## src/sv/hidkbd_pkg.sv

```systemverilog
package hidkbd_pkg;

  localparam int NUM_SLOTS   = 6;
  localparam int TABLE_DEPTH = 264;

  localparam logic [7:0] RELEASE_BIT = 8'h80;
  localparam logic [7:0] KEY_F12     = 8'h45;
  localparam logic [7:0] KEY_ESC     = 8'h29;

  // 8 modifier steps, then a release and a press step per slot
  localparam logic [4:0] FIRST_SLOT_STEP = 5'd8;
  localparam logic [4:0] LAST_STEP       = 5'd19;

  typedef logic [4:0] step_t;

  typedef enum logic [1:0] {
    KIND_KEY  = 2'd0,
    KIND_MENU = 2'd1,
    KIND_JOY  = 2'd2
  } kind_t;

  typedef enum logic [3:0] {
    EV_HIDE   = 4'd0,
    EV_SHOW   = 4'd1,
    EV_DOWN   = 4'd2,
    EV_UP     = 4'd3,
    EV_LEFT   = 4'd4,
    EV_RIGHT  = 4'd5,
    EV_PGDOWN = 4'd6,
    EV_PGUP   = 4'd7,
    EV_SELECT = 4'd8,
    EV_NONE   = 4'd15
  } menu_ev_t;

  typedef enum logic [2:0] {
    ST_IDLE,
    ST_LOOK,
    ST_READ,
    ST_JOY,
    ST_FLUSH
  } ctl_state_t;

  typedef struct packed {
    logic  capture;
    logic  tbl_write;
    logic  look;
    logic  push_direct;
    logic  push_read;
    logic  joy_done;
    logic  flush;
    step_t step;
  } ctl_cmd_t;

  typedef struct packed {
    logic look_direct;
    logic look_read;
    logic rd_emit;
    logic joy_emit;
    logic can_push;
    logic out_free;
    logic pend_valid;
  } dp_status_t;

  function automatic menu_ev_t nav_event(input logic [7:0] c);
    menu_ev_t ev;
    case (c)
      8'h51:        ev = EV_DOWN;
      8'h52:        ev = EV_UP;
      8'h50:        ev = EV_LEFT;
      8'h4f:        ev = EV_RIGHT;
      8'h4e:        ev = EV_PGDOWN;
      8'h4b:        ev = EV_PGUP;
      8'h2c, 8'h28: ev = EV_SELECT;
      default:      ev = EV_NONE;
    endcase
    return ev;
  endfunction

  function automatic logic [7:0] joy_bit(input logic [7:0] c);
    logic [7:0] b;
    case (c)
      8'h5e:   b = 8'h01;
      8'h5c:   b = 8'h02;
      8'h5a:   b = 8'h04;
      8'h60:   b = 8'h08;
      8'h62:   b = 8'h10;
      8'h63:   b = 8'h20;
      8'h44:   b = 8'h40;
      8'h4b:   b = 8'h80;
      default: b = 8'h00;
    endcase
    return b;
  endfunction

endpackage

```

## src/sv/hid_keyboard_report_to_key_events_unit.sv

```systemverilog
// channel | direction | handshake            | beat carries
// in      | input     | in_valid / in_ready  | op, modifiers, key_slot_0..5, menu_visible,
//         |           |                      | table_index, table_value
// out     | output    | out_valid / out_ready| kind, value, menu_event, last
// cfg     | input     | cfg_valid / cfg_ready| cfg_data (numpad joystick enable)
//
// A table write beat is taken in idle. A report is taken in idle, then runs 20
// steps (8 modifier bits, release and press per slot), each in the look state,
// plus the read state when the step reads the key table through its registered
// read port, then a joystick and a flush state.
// Reset (rst, synchronous) clears the kept report, joystick byte and enable; the
// key table is not cleared. A stalled output holds the sequencer at its next push.
module hid_keyboard_report_to_key_events_unit
  import hidkbd_pkg::*;
(
  input  logic       clk,
  input  logic       rst,
  input  logic       in_valid,
  output logic       in_ready,
  input  logic       op,
  input  logic [7:0] modifiers,
  input  logic [7:0] key_slot_0,
  input  logic [7:0] key_slot_1,
  input  logic [7:0] key_slot_2,
  input  logic [7:0] key_slot_3,
  input  logic [7:0] key_slot_4,
  input  logic [7:0] key_slot_5,
  input  logic       menu_visible,
  input  logic [8:0] table_index,
  input  logic [7:0] table_value,
  output logic       out_valid,
  input  logic       out_ready,
  output logic [1:0] kind,
  output logic [7:0] value,
  output logic [3:0] menu_event,
  output logic       last,
  input  logic       cfg_valid,
  output logic       cfg_ready,
  input  logic       cfg_data
);

  ctl_cmd_t   cmd;
  dp_status_t status;

  assign cfg_ready = 1'b1;

  hidkbd_ctrl u_ctrl (
    .clk      (clk),
    .rst      (rst),
    .in_valid (in_valid),
    .op       (op),
    .in_ready (in_ready),
    .status   (status),
    .cmd      (cmd)
  );

  hidkbd_dp u_dp (
    .clk          (clk),
    .rst          (rst),
    .cmd          (cmd),
    .status       (status),
    .cfg_valid    (cfg_valid),
    .cfg_data     (cfg_data),
    .modifiers    (modifiers),
    .key_slot_0   (key_slot_0),
    .key_slot_1   (key_slot_1),
    .key_slot_2   (key_slot_2),
    .key_slot_3   (key_slot_3),
    .key_slot_4   (key_slot_4),
    .key_slot_5   (key_slot_5),
    .menu_visible (menu_visible),
    .table_index  (table_index),
    .table_value  (table_value),
    .out_ready    (out_ready),
    .out_valid    (out_valid),
    .kind         (kind),
    .value        (value),
    .menu_event   (menu_event),
    .last         (last)
  );

endmodule

```

## src/sv/hidkbd_ctrl.sv

```systemverilog
module hidkbd_ctrl
  import hidkbd_pkg::*;
(
  input  logic       clk,
  input  logic       rst,
  input  logic       in_valid,
  input  logic       op,
  output logic       in_ready,
  input  dp_status_t status,
  output ctl_cmd_t   cmd
);

  ctl_state_t state, state_next;
  step_t      step, step_next;
  logic       at_last;

  assign at_last = (step == LAST_STEP);

  always_ff @(posedge clk) begin
    if (rst) begin
      state <= ST_IDLE;
      step  <= '0;
    end else begin
      state <= state_next;
      step  <= step_next;
    end
  end

  always_comb begin
    logic advance;
    advance    = 1'b0;
    state_next = state;
    step_next  = step;
    unique case (state)
      ST_IDLE: begin
        if (in_valid && !op) begin
          state_next = ST_LOOK;
          step_next  = '0;
        end
      end
      ST_LOOK: begin
        if (status.look_direct) begin
          advance = status.can_push;
        end else if (status.look_read) begin
          state_next = ST_READ;
        end else begin
          advance = 1'b1;
        end
      end
      ST_READ: begin
        advance = !status.rd_emit || status.can_push;
      end
      ST_JOY: begin
        if (!status.joy_emit || status.can_push) state_next = ST_FLUSH;
      end
      ST_FLUSH: begin
        if (!status.pend_valid || status.out_free) state_next = ST_IDLE;
      end
      default: state_next = ST_IDLE;
    endcase
    if (advance) begin
      if (at_last) begin
        state_next = ST_JOY;
      end else begin
        state_next = ST_LOOK;
        step_next  = step + 5'd1;
      end
    end
  end

  always_comb begin
    cmd      = '0;
    cmd.step = step;
    in_ready = 1'b0;
    unique case (state)
      ST_IDLE: begin
        in_ready      = 1'b1;
        cmd.capture   = in_valid && !op;
        cmd.tbl_write = in_valid && op;
      end
      ST_LOOK: begin
        cmd.look        = status.look_read && !status.look_direct;
        cmd.push_direct = status.look_direct && status.can_push;
      end
      ST_READ: begin
        cmd.push_read = status.rd_emit && status.can_push;
      end
      ST_JOY: begin
        cmd.joy_done = !status.joy_emit || status.can_push;
      end
      ST_FLUSH: begin
        cmd.flush = status.pend_valid && status.out_free;
      end
      default: ;
    endcase
  end

  // a new report may only start once the held result has gone out
  a_idle_empty: assert property (@(posedge clk) disable iff (rst)
    state == ST_IDLE |-> !status.pend_valid)
    else $error("pending result left over in idle");

  a_step_range: assert property (@(posedge clk) disable iff (rst)
    state != ST_IDLE |-> step <= LAST_STEP)
    else $error("step counter out of range");

  a_flush_to_idle: assert property (@(posedge clk) disable iff (rst)
    cmd.flush |=> state == ST_IDLE)
    else $error("flush did not end the report");

endmodule

```

## src/sv/hidkbd_dp.sv

```systemverilog
module hidkbd_dp
  import hidkbd_pkg::*;
(
  input  logic       clk,
  input  logic       rst,
  input  ctl_cmd_t   cmd,
  output dp_status_t status,
  input  logic       cfg_valid,
  input  logic       cfg_data,
  input  logic [7:0] modifiers,
  input  logic [7:0] key_slot_0,
  input  logic [7:0] key_slot_1,
  input  logic [7:0] key_slot_2,
  input  logic [7:0] key_slot_3,
  input  logic [7:0] key_slot_4,
  input  logic [7:0] key_slot_5,
  input  logic       menu_visible,
  input  logic [8:0] table_index,
  input  logic [7:0] table_value,
  input  logic       out_ready,
  output logic       out_valid,
  output logic [1:0] kind,
  output logic [7:0] value,
  output logic [3:0] menu_event,
  output logic       last
);

  logic       joy_en;
  logic [7:0] cur_mods;
  logic [7:0] cur_slots [NUM_SLOTS];
  logic       vis;
  logic [7:0] prev_mods;
  logic [7:0] prev_slots [NUM_SLOTS];
  logic [7:0] prev_joy;

  logic [7:0] mem [TABLE_DEPTH];
  logic [7:0] rd_data;
  logic [8:0] rd_addr;

  logic       pend_valid;
  kind_t      pend_kind;
  logic [7:0] pend_value;
  menu_ev_t   pend_ev;

  kind_t      out_kind;
  menu_ev_t   out_ev;
  logic [7:0] out_value;

  logic       is_mod;
  logic [2:0] mod_bit;
  logic [4:0] slot_step;
  logic [2:0] slot;
  logic       press;
  logic [7:0] sel_old, sel_cur;
  logic       old_found, cur_found;
  logic       rel;
  menu_ev_t   dir_ev;
  menu_ev_t   nav;
  logic [7:0] joy_now;
  logic       push;
  kind_t      new_kind;
  logic [7:0] new_value;
  menu_ev_t   new_ev;

  assign is_mod    = (cmd.step < FIRST_SLOT_STEP);
  assign mod_bit   = cmd.step[2:0];
  assign slot_step = cmd.step - FIRST_SLOT_STEP;
  assign slot      = slot_step[3:1];
  assign press     = slot_step[0];
  assign sel_old   = prev_slots[slot];
  assign sel_cur   = cur_slots[slot];
  assign nav       = nav_event(sel_cur);

  always_comb begin
    old_found = 1'b0;
    cur_found = 1'b0;
    joy_now   = '0;
    for (int j = 0; j < NUM_SLOTS; j++) begin
      if (cur_slots[j] == sel_old) old_found = 1'b1;
      if (prev_slots[j] == sel_cur) cur_found = 1'b1;
      joy_now = joy_now | joy_bit(cur_slots[j]);
    end
  end

  // what the current step wants: a table lookup, a direct menu event, or nothing
  always_comb begin
    // a modifier with a zero table entry is never forwarded
    status.rd_emit     = !is_mod || (rd_data != 8'h00);
    status.joy_emit    = joy_en && (joy_now != prev_joy);
    status.out_free    = !out_valid || out_ready;
    status.can_push    = !pend_valid || status.out_free;
    status.pend_valid  = pend_valid;
    status.look_direct = 1'b0;
    status.look_read   = 1'b0;
    rd_addr            = {1'b0, sel_cur};
    rel                = 1'b0;
    dir_ev             = EV_NONE;
    if (is_mod) begin
      status.look_read = !vis && (cur_mods[mod_bit] != prev_mods[mod_bit]);
      rd_addr          = {6'b100000, mod_bit};
      rel              = prev_mods[mod_bit];
    end else if (!press) begin
      status.look_read = (sel_old != 8'h00) && !old_found;
      rd_addr          = {1'b0, sel_old};
      rel              = 1'b1;
    end else if ((sel_cur != 8'h00) && !cur_found) begin
      if (sel_cur == KEY_F12 || (vis && sel_cur == KEY_ESC)) begin
        status.look_direct = 1'b1;
        dir_ev             = vis ? EV_HIDE : EV_SHOW;
      end else if (!vis) begin
        status.look_read = 1'b1;
      end else begin
        status.look_direct = (nav != EV_NONE);
        dir_ev             = nav;
      end
    end
  end

  assign push = cmd.push_direct || cmd.push_read || (cmd.joy_done && status.joy_emit);

  always_comb begin
    new_kind  = KIND_KEY;
    new_value = rel ? (RELEASE_BIT | rd_data) : rd_data;
    new_ev    = EV_HIDE;
    if (cmd.push_direct) begin
      new_kind  = KIND_MENU;
      new_value = 8'h00;
      new_ev    = dir_ev;
    end else if (cmd.joy_done) begin
      new_kind  = KIND_JOY;
      new_value = joy_now;
    end
  end

  always_ff @(posedge clk) begin
    if (cmd.tbl_write && (table_index < 9'(TABLE_DEPTH))) mem[table_index] <= table_value;
    if (cmd.look) rd_data <= mem[rd_addr];
  end

  always_ff @(posedge clk) begin
    if (cmd.capture) begin
      cur_mods     <= modifiers;
      cur_slots[0] <= key_slot_0;
      cur_slots[1] <= key_slot_1;
      cur_slots[2] <= key_slot_2;
      cur_slots[3] <= key_slot_3;
      cur_slots[4] <= key_slot_4;
      cur_slots[5] <= key_slot_5;
      vis          <= menu_visible;
    end
    if (push) begin
      pend_kind  <= new_kind;
      pend_value <= new_value;
      pend_ev    <= new_ev;
    end
    if ((push && pend_valid) || cmd.flush) begin
      out_kind  <= pend_kind;
      out_value <= pend_value;
      out_ev    <= pend_ev;
      last      <= cmd.flush;
    end
  end

  always_ff @(posedge clk) begin
    if (rst) begin
      joy_en     <= 1'b0;
      prev_mods  <= '0;
      prev_joy   <= '0;
      pend_valid <= 1'b0;
      out_valid  <= 1'b0;
      for (int i = 0; i < NUM_SLOTS; i++) prev_slots[i] <= '0;
    end else begin
      if (cfg_valid) joy_en <= cfg_data;
      if (cmd.joy_done) begin
        prev_mods <= cur_mods;
        for (int i = 0; i < NUM_SLOTS; i++) prev_slots[i] <= cur_slots[i];
        if (status.joy_emit) prev_joy <= joy_now;
      end
      if (push) pend_valid <= 1'b1;
      else if (cmd.flush) pend_valid <= 1'b0;
      if ((push && pend_valid) || cmd.flush) out_valid <= 1'b1;
      else if (out_ready) out_valid <= 1'b0;
    end
  end

  assign kind       = out_kind;
  assign value      = out_value;
  assign menu_event = out_ev;

  a_push_room: assert property (@(posedge clk) disable iff (rst)
    push && pend_valid |-> status.out_free)
    else $error("held result pushed onto a busy output");

  a_flush_room: assert property (@(posedge clk) disable iff (rst)
    cmd.flush |-> pend_valid && status.out_free && !push)
    else $error("flush without a held result or room");

  a_flush_last: assert property (@(posedge clk) disable iff (rst)
    cmd.flush |=> out_valid && last && !pend_valid)
    else $error("final beat not marked last");

endmodule
```

## config.mk

```make
export PLATFORM = sky130hd
export DESIGN_NAME = hid_keyboard_report_to_key_events_unit
export DESIGN_NICKNAME = d
export VERILOG_FILES = /design/src/sv/hidkbd_pkg.sv /design/src/sv/hid_keyboard_report_to_key_events_unit.sv /design/src/sv/hidkbd_ctrl.sv /design/src/sv/hidkbd_dp.sv
export SDC_FILE = /design/constraint.sdc
export NUM_CORES = 2
export LEC_CHECK = 0
export BUFFER_PORTS_ARGS = -buffer_cell sky130_fd_sc_hd__buf_2
export CELL_PAD_IN_SITES_DETAIL_PLACEMENT = 1
export CELL_PAD_IN_SITES_GLOBAL_PLACEMENT = 1
export CORE_AREA = 2 2 425 427
export DETAILED_ROUTE_END_ITERATION = 6
export DIE_AREA = 0 0 427 429
export GPL_TIMING_DRIVEN = 0
export MAX_ROUTING_LAYER = met4
export PLACE_DENSITY = 0.86
export SETUP_SLACK_MARGIN = 0.05
export SYNTH_ARGS = -nofsm -noshare
export SYNTH_HDL_FRONTEND = slang
export SYNTH_HIERARCHICAL = 1
export SYNTH_SLANG_ARGS = --single-unit
```

## constraint.sdc

```tcl
create_clock -name clk -period 6.2 [get_ports clk]
set_clock_uncertainty 0.05 [all_clocks]
set_input_delay 1.24 -clock clk [delete_from_list [all_inputs] [get_ports clk]]
set_output_delay 1.24 -clock clk [all_outputs]
set_load 0.005 [all_outputs]
```

-- Yosys cells after proc, flatten, opt, wreduce, memory -nomap -nowiden
Memories as Yosys holds them, arrays and structs flattened. A register that Yosys moved wholly into a read port is not among the register bits.
Cells that the tools add are included.
- register bits after elaboration: 65
- memories kept: 3
- word-level logic and storage cells: 246
- memory bits (writable): 2208
- eq/ne operators: 84
- order comparisons: 3
- mux-type cells: 85
- bitwise gates (word level): 11
- reductions and logical operators: 42
- add/sub/neg operators: 2
- memories (name ; depth ; width ; read ports ; clocked after memory_dff ; write ports ; RTL line ; text):
    u_dp.mem ; 264 ; 8 ; 1 ; 1 ; 1 ; hidkbd_dp.sv:36 ; logic [7:0] mem [TABLE_DEPTH];
    u_dp.cur_slots ; 6 ; 8 ; 7 ; 0 ; 6 ; hidkbd_dp.sv:30 ; logic [7:0] cur_slots [NUM_SLOTS];
    u_dp.prev_slots ; 6 ; 8 ; 7 ; 0 ; 6 ; hidkbd_dp.sv:33 ; logic [7:0] prev_slots [NUM_SLOTS];
- operator list (operator ; count):
    8-bit by 7-bit == test with 1-bit output (second input constant) ; 55
    8-bit case mux with 8 select lines ; 6
    8-bit == test ; 12
    8-bit two-way mux ; 9
    1-bit two-way mux ; 44
    8-bit OR ; 5
    4-bit case mux with 7 select lines ; 1
    8-bit by 6-bit == test with 1-bit output (second input constant) ; 3
    8-bit nonzero test ; 3
    4-bit two-way mux ; 5
    5-bit two-way mux ; 4
    3-bit two-way mux ; 6
    3-bit case mux with 5 select lines ; 1
    1-bit logical AND ; 14
    3-bit by 1-bit != test with 1-bit output (second input constant) ; 4
    1-bit logical NOT ; 10
    2-bit two-way mux ; 5
    1-bit logical OR ; 9
    9-bit < comparator (second input constant) ; 1
    9-bit two-way mux ; 1
    8-bit != test ; 1
    1-bit binary-select mux with 3-bit select ; 2
    3-bit by 2-bit == test with 1-bit output (second input constant) ; 2
    1-bit OR ; 6
    17 further kinds ; 18

-- Logic depth before layout (Yosys ltp)
An unclocked memory read counts as a cell.
- depth after elaboration: 22
- depth in mapped cells: 21

-- Modules after synthesis
The synthesis kept the hierarchy.
- by module, submodules not included (module ; area each (um^2) ; cells an instance ; times used ; seq. area each (um^2)):
    hidkbd_dp ; 93674.8 ; 7289 ; 1 ; 68065.3
    hidkbd_ctrl ; 570.5 ; 70 ; 1 ; 160.2
    hid_keyboard_report_to_key_events_unit ; 11.3 ; 2 ; 1 ; 0.0

-- Worst setup path after synthesis
No wires, ideal clock.
- path kind: register -> register
- start: reg u_ctrl.step[1]
- end: reg u_dp.out_kind[0] (netlist: u_dp/kind[0]), enable pin
- arrival time: 4.015 ns
- cell stages (with the launch flop): 21
- path slack: 1.776 ns
- path buffers: 4
- cells stage by stage: dfxtp_1 buf_6 buf_6 buf_8 buf_6 mux2_2 o2bb2ai_1 nor2_4 xnor2_1 nand3_1 o21ai_0 nor4_2 nand2_1 a21oi_1 nand2b_1 nand2_1 nor2_1 nor2_1 nand2_1 a21oi_1 inv_1
- RTL lines (what ; RTL line ; text):
    start: declaration ; hidkbd_ctrl.sv:14 ; step_t step, step_next;
    start signal: assignment ; hidkbd_ctrl.sv:25 ; step <= step_next;
    end signal: assignment ; hidkbd_dp.sv:157 ; out_kind <= pend_kind;
    end: declaration ; hidkbd_dp.sv:45 ; kind_t out_kind;

-- Final worst setup path
- start: reg u_ctrl.step[1]
- end: reg u_dp.rd_data[1] (read register of u_dp.mem), data pin
- longest elaborated chain between the ends: 17
- elaborated cells between the ends (all ways): 68
- those cells by class: 1 x add/sub; 1 x order compare; 24 x eq/ne; 28 x mux; 12 x reduce/logical; 2 x memory
- RTL lines (what ; RTL line ; text):
    4-bit subtractor ; hidkbd_dp.sv:67 ; assign slot_step = cmd.step - FIRST_SLOT_STEP;
    memory read 6 x 8 bit ; - ;
    8-bit == test ; hidkbd_dp.sv:80 ; if (prev_slots[j] == sel_cur) cur_found = 1'b1;
    1-bit two-way mux (6 in series) ; hidkbd_dp.sv:80 ;
    1-bit logical NOT ; hidkbd_dp.sv:106 ; end else if ((sel_cur != 8'h00) && !cur_found) begin
    1-bit logical AND ; hidkbd_dp.sv:106 ;
    2-bit two-way mux ; hidkbd_dp.sv:106 ;
    1-bit two-way mux ; hidkbd_dp.sv:102 ; end else if (!press) begin
    1-bit two-way mux ; hidkbd_dp.sv:98 ; if (is_mod) begin
    1-bit logical NOT ; hidkbd_ctrl.sv:82 ; cmd.look = status.look_read && !status.look_direct;
    1-bit logical AND ; hidkbd_ctrl.sv:82 ;
    2-bit two-way mux ; hidkbd_ctrl.sv:75 ; unique case (state)
    end: declaration ; hidkbd_dp.sv:37 ; logic [7:0] rd_data;
Parallel ways exist; a longest one is shown, timed or not. The select of a mux whose other input is x is not followed.
A chain may end at the register's enable or synchronous reset.

==> results.ini <==
[status]
outcome = complete, but fails checks
violations = design-rule violations, max-capacitance violations, max-slew violations, negative setup slack

[logic_synthesis]
synth_area_leaders = edfxtp_1 72%, nand2_1 7.7%, nand3_1 5.9%, mux2i_1 2.2%, nor2_1 1.4%
synth_fp_nets = 7443
yosysWarnings = 6
synth-main-ff-cell = edfxtp_1
synth-async-reset-ratio_pct = 0
synth_area_leader_cell = edfxtp_1
ys_ff_latch = 2281
synth.top_cell.area_share_pct = 71.8
avgSynthCellArea_um2 = 12.8
ys_seq_area_share_pct = 72.4
yosysUniqueCellTypes = 106
synth_area_um2 = 94300
synthCells = 7361
synth_edf_count = 2254

[timing]
setup_ws_ps = -259
final-hold-violation-count = 0
rsz0062_at_grt = yes
fin_crit_sh_pct = 104
max-slew-margin-rel_pct = -14.1
fmax_mhz = 155
maxSlewViolCount = 178
worst_pin_slew_ps = 1710
min_period_ps = 6460
setup_viol = 8

[die]
coreArea_um2 = 178000
start_util_pct = 52.9
rows = 155
dieArea_um2 = 183000
pin_count = 99
dieWidth_um = 427
die_y_um = 429

[worst_setup_path]
crit_type = register to register
crit_path_end_kind = register
start_kind = register
critPathArrivalTime_ps = 6980
required_ps = 6720
cp_slowest_cell = a211oi_2
cp_common_cell = buf_2
worstPathMaxFanout = 10
crit_chain = buf_6, buf_6, mux2i_1, a221oi_2, a211oi_4, buf_2, clkbuf_4, buf_2, buf_2, nand2_1, nand3_1, nand3_1, a41oi_1, o21ai_1, a211oi_2
slowest_delay_ps = 740

[placement]
place.port_buffers = 94
dp.cells = 9849
place_congestion = 1.07
hpwl_um = 330000

[routing]
drc = 5
wirelength_um = 474000
wl_per_cell_um = 45.9
vias = 74700
antenna_left = 0
via_per_inst = 7.24
dr.pass1.iters = 7
first_iter_violations = 14400

[clocking]
cts_tree = done
clockBufferDepth = 3
clk-insertion-delay-late_ps = 930
root_buffer = clkbuf_16
path_clk_slew_ps = 60
cts_htree_levels = 4
cts.sinks = 2281
post_cts_buffers = 0
cts-buffers-inserted = 229

[min_path]
worstHoldPathType = register to register

[layout]
layout-drive-gt1-share_pct = 12.2
syn2layout_area_growth_pct = 13.1
multiInputGateArea_um2 = 24000
regArea_um2 = 68200
final_cells = 10300
fillerInstances = 17300
final_nets = 7805

[grt]
grt.overflow.total = 0
grt_use_total_pct = 52.6
grt_max_degree = 162
antenna_found_initial = 57
first_global_vias = 72000
grt_pass1_wl_um = 622000

[power_and_ir_drop]
power_mw = 36.7
powerDensity_nw_per_um2 = 344
max-vdd-ir-drop_mv = 0.279
power.leakage_nw = 35.9

[flow_run]
cap_viol_max_count = 23

==> power by group <==
group	total [mW]	switching (mW)	internal (mW)
sequential	17.1	0.0615	17.0
combinational	5.47	4.38	1.08
clock	14.1	6.19	7.96
==> cell usage in the layout (no fill, tap or decap), drive strengths merged, types with 18 or more instances in the layout <==
cell / n
o21ai: 42
nor2: 350
dfxtp: 27
clkinv: 109
bufinv: 25
edfxtp: 2254
buf: 478
and2: 54
and3: 50
clkbuf: 413
nand2: 1924
a21oi: 98
mux2i: 212
nand4: 93
o211ai: 18
a221oi: 19
nor4: 31
a32oi: 30
a311oi: 29
nor3: 45
a31oi: 103
xor2: 33
xnor2: 66
a211oi: 19
diode: 39
nand3: 1104
o22ai: 28
==> layer usage <==
metal | part of all wire, % | global-route usage [%]
met5 | 0 | -
met1 | 32 | 61.2
met3 | 15 | 17.9
met4 | 11 | 45.1
met2 | 42 | 72.7
==> cells in the mapped netlist (53+ instances only) <==
library cell and instances:
buf_4 53, nand4_1 93, clkbuf_1 123, nand3_1 1103, xnor2_1 66, buf_2 253, a31oi_1 102, edfxtp_1 2254
a21oi_1 96, mux2i_1 207, nand2_1 1924, and2_1 53, nor2_1 345
==> metrics by stage <==
| stage | TNS (ps) | cell area (um^2) | hold slack (ps) | worst slack [ps] | utilization (%) |
|---|---|---|---|---|---|
| 3_3_place_gp | -4570 | 97700 | 356 | -760 | 54.9 |
| 5_1_grt | 0 | 107000 | 387 | 30.4 | 59.9 |
| 2_1_floorplan | 0 | 94300 | 350 | 1780 | - |
| 4_1_cts | 0 | 106000 | 380 | 51.5 | 59.7 |
| 3_5_place_dp | -4600 | 98600 | 358 | -820 | 55.4 |
| 6_report | -1710 | 107000 | 375 | -259 | 59.9 |
==> final timing paths <==
| path | cells after the start | startpoint | slack [ps] | endpoint |
|---|---|---|---|---|
| setup / recovery | 15 | u_ctrl/step[1]$_SDFF_PP0_ | -260 | u_dp/rd_data[1]$_DFFE_PP_ |
| hold / removal | 0 | u_dp/pend_ev[2]$_SDFFCE_PN0P_ | 380 | u_dp/menu_event[2]$_DFFE_PP_ |
| setup reg to reg | 15 | u_ctrl/step[1]$_SDFF_PP0_ | -260 | u_dp/rd_data[1]$_DFFE_PP_ |
| hold reg to reg | 0 | u_dp/pend_ev[2]$_SDFFCE_PN0P_ | 380 | u_dp/menu_event[2]$_DFFE_PP_ |
==> timing repair <==
item	in CTS	in global routing
hold buffers	0	0
endpoints found under the setup margin	71	111
resized for setup	56	63
pin swaps	2	5
==> critical path, delay by kind of cell, from the launching register on <==
| family | cells | cell delay [ps] |
|---|---|---|
| AOI/OAI and AO/OA | 5 | 2190 |
| muxes | 1 | 570 |
| and+or+nand+nor | 3 | 330 |
| DFF | 1 | 400 |
| buffers and inverters | 6 | 2520 |
==> cell families (layout without fill, tap and decap cells) <==
kind of cell | Yosys count | count (layout) | share of synthesized area [%]
AOI/OAI and AO/OA | 505 | 505 | 3.85
muxes | 235 | 235 | 2.73
buffers and inverters | 495 | 1057 | 2.62
DFF | 2281 | 2281 | 72.4
xor gates and xnor gates | 99 | 99 | 0.920
and+or+nand+nor | 3744 | 3744 | 17.5
other | 1 | 40 | 0.00398
adders and majority gates | 1 | 1 | 0.0133
==> sequential cells by signal, indices dropped and copies added (netlist names) <==
signal,count
u_dp/joy_en,1
u_dp/cur_slots,48
u_dp/rd_data,8
u_ctrl/step,5
u_ctrl/state,3
u_dp/prev_slots,48
u_dp/pend_value,8
u_dp/vis,1
u_dp/pend_kind,2
u_dp/last,1
u_dp/prev_mods,8
u_dp/menu_event,4
u_dp/out_valid,1
u_dp/pend_ev,4
u_dp/prev_joy,8
u_dp/mem,2112
u_dp/kind,2
u_dp/value,8
u_dp/pend_valid,1
u_dp/cur_mods,8
==> area by class of cell <==
| cell class | instances | area share [%] |
|---|---|---|
| multi-input cells | 4585 | 22.5 |
| plain buffers | 478 | 2.38 |
| flip-flops and latches | 2281 | 64.0 |
| well taps | 2355 | 2.76 |
| clock inverters | 144 | 1.27 |
| repair buffers | 135 | 1.19 |
| diodes | 39 | 0.0916 |
| clock buffers | 287 | 5.72 |
| inverters | 13 | 0.0458 |
Power figures use the tool's default switching activity.
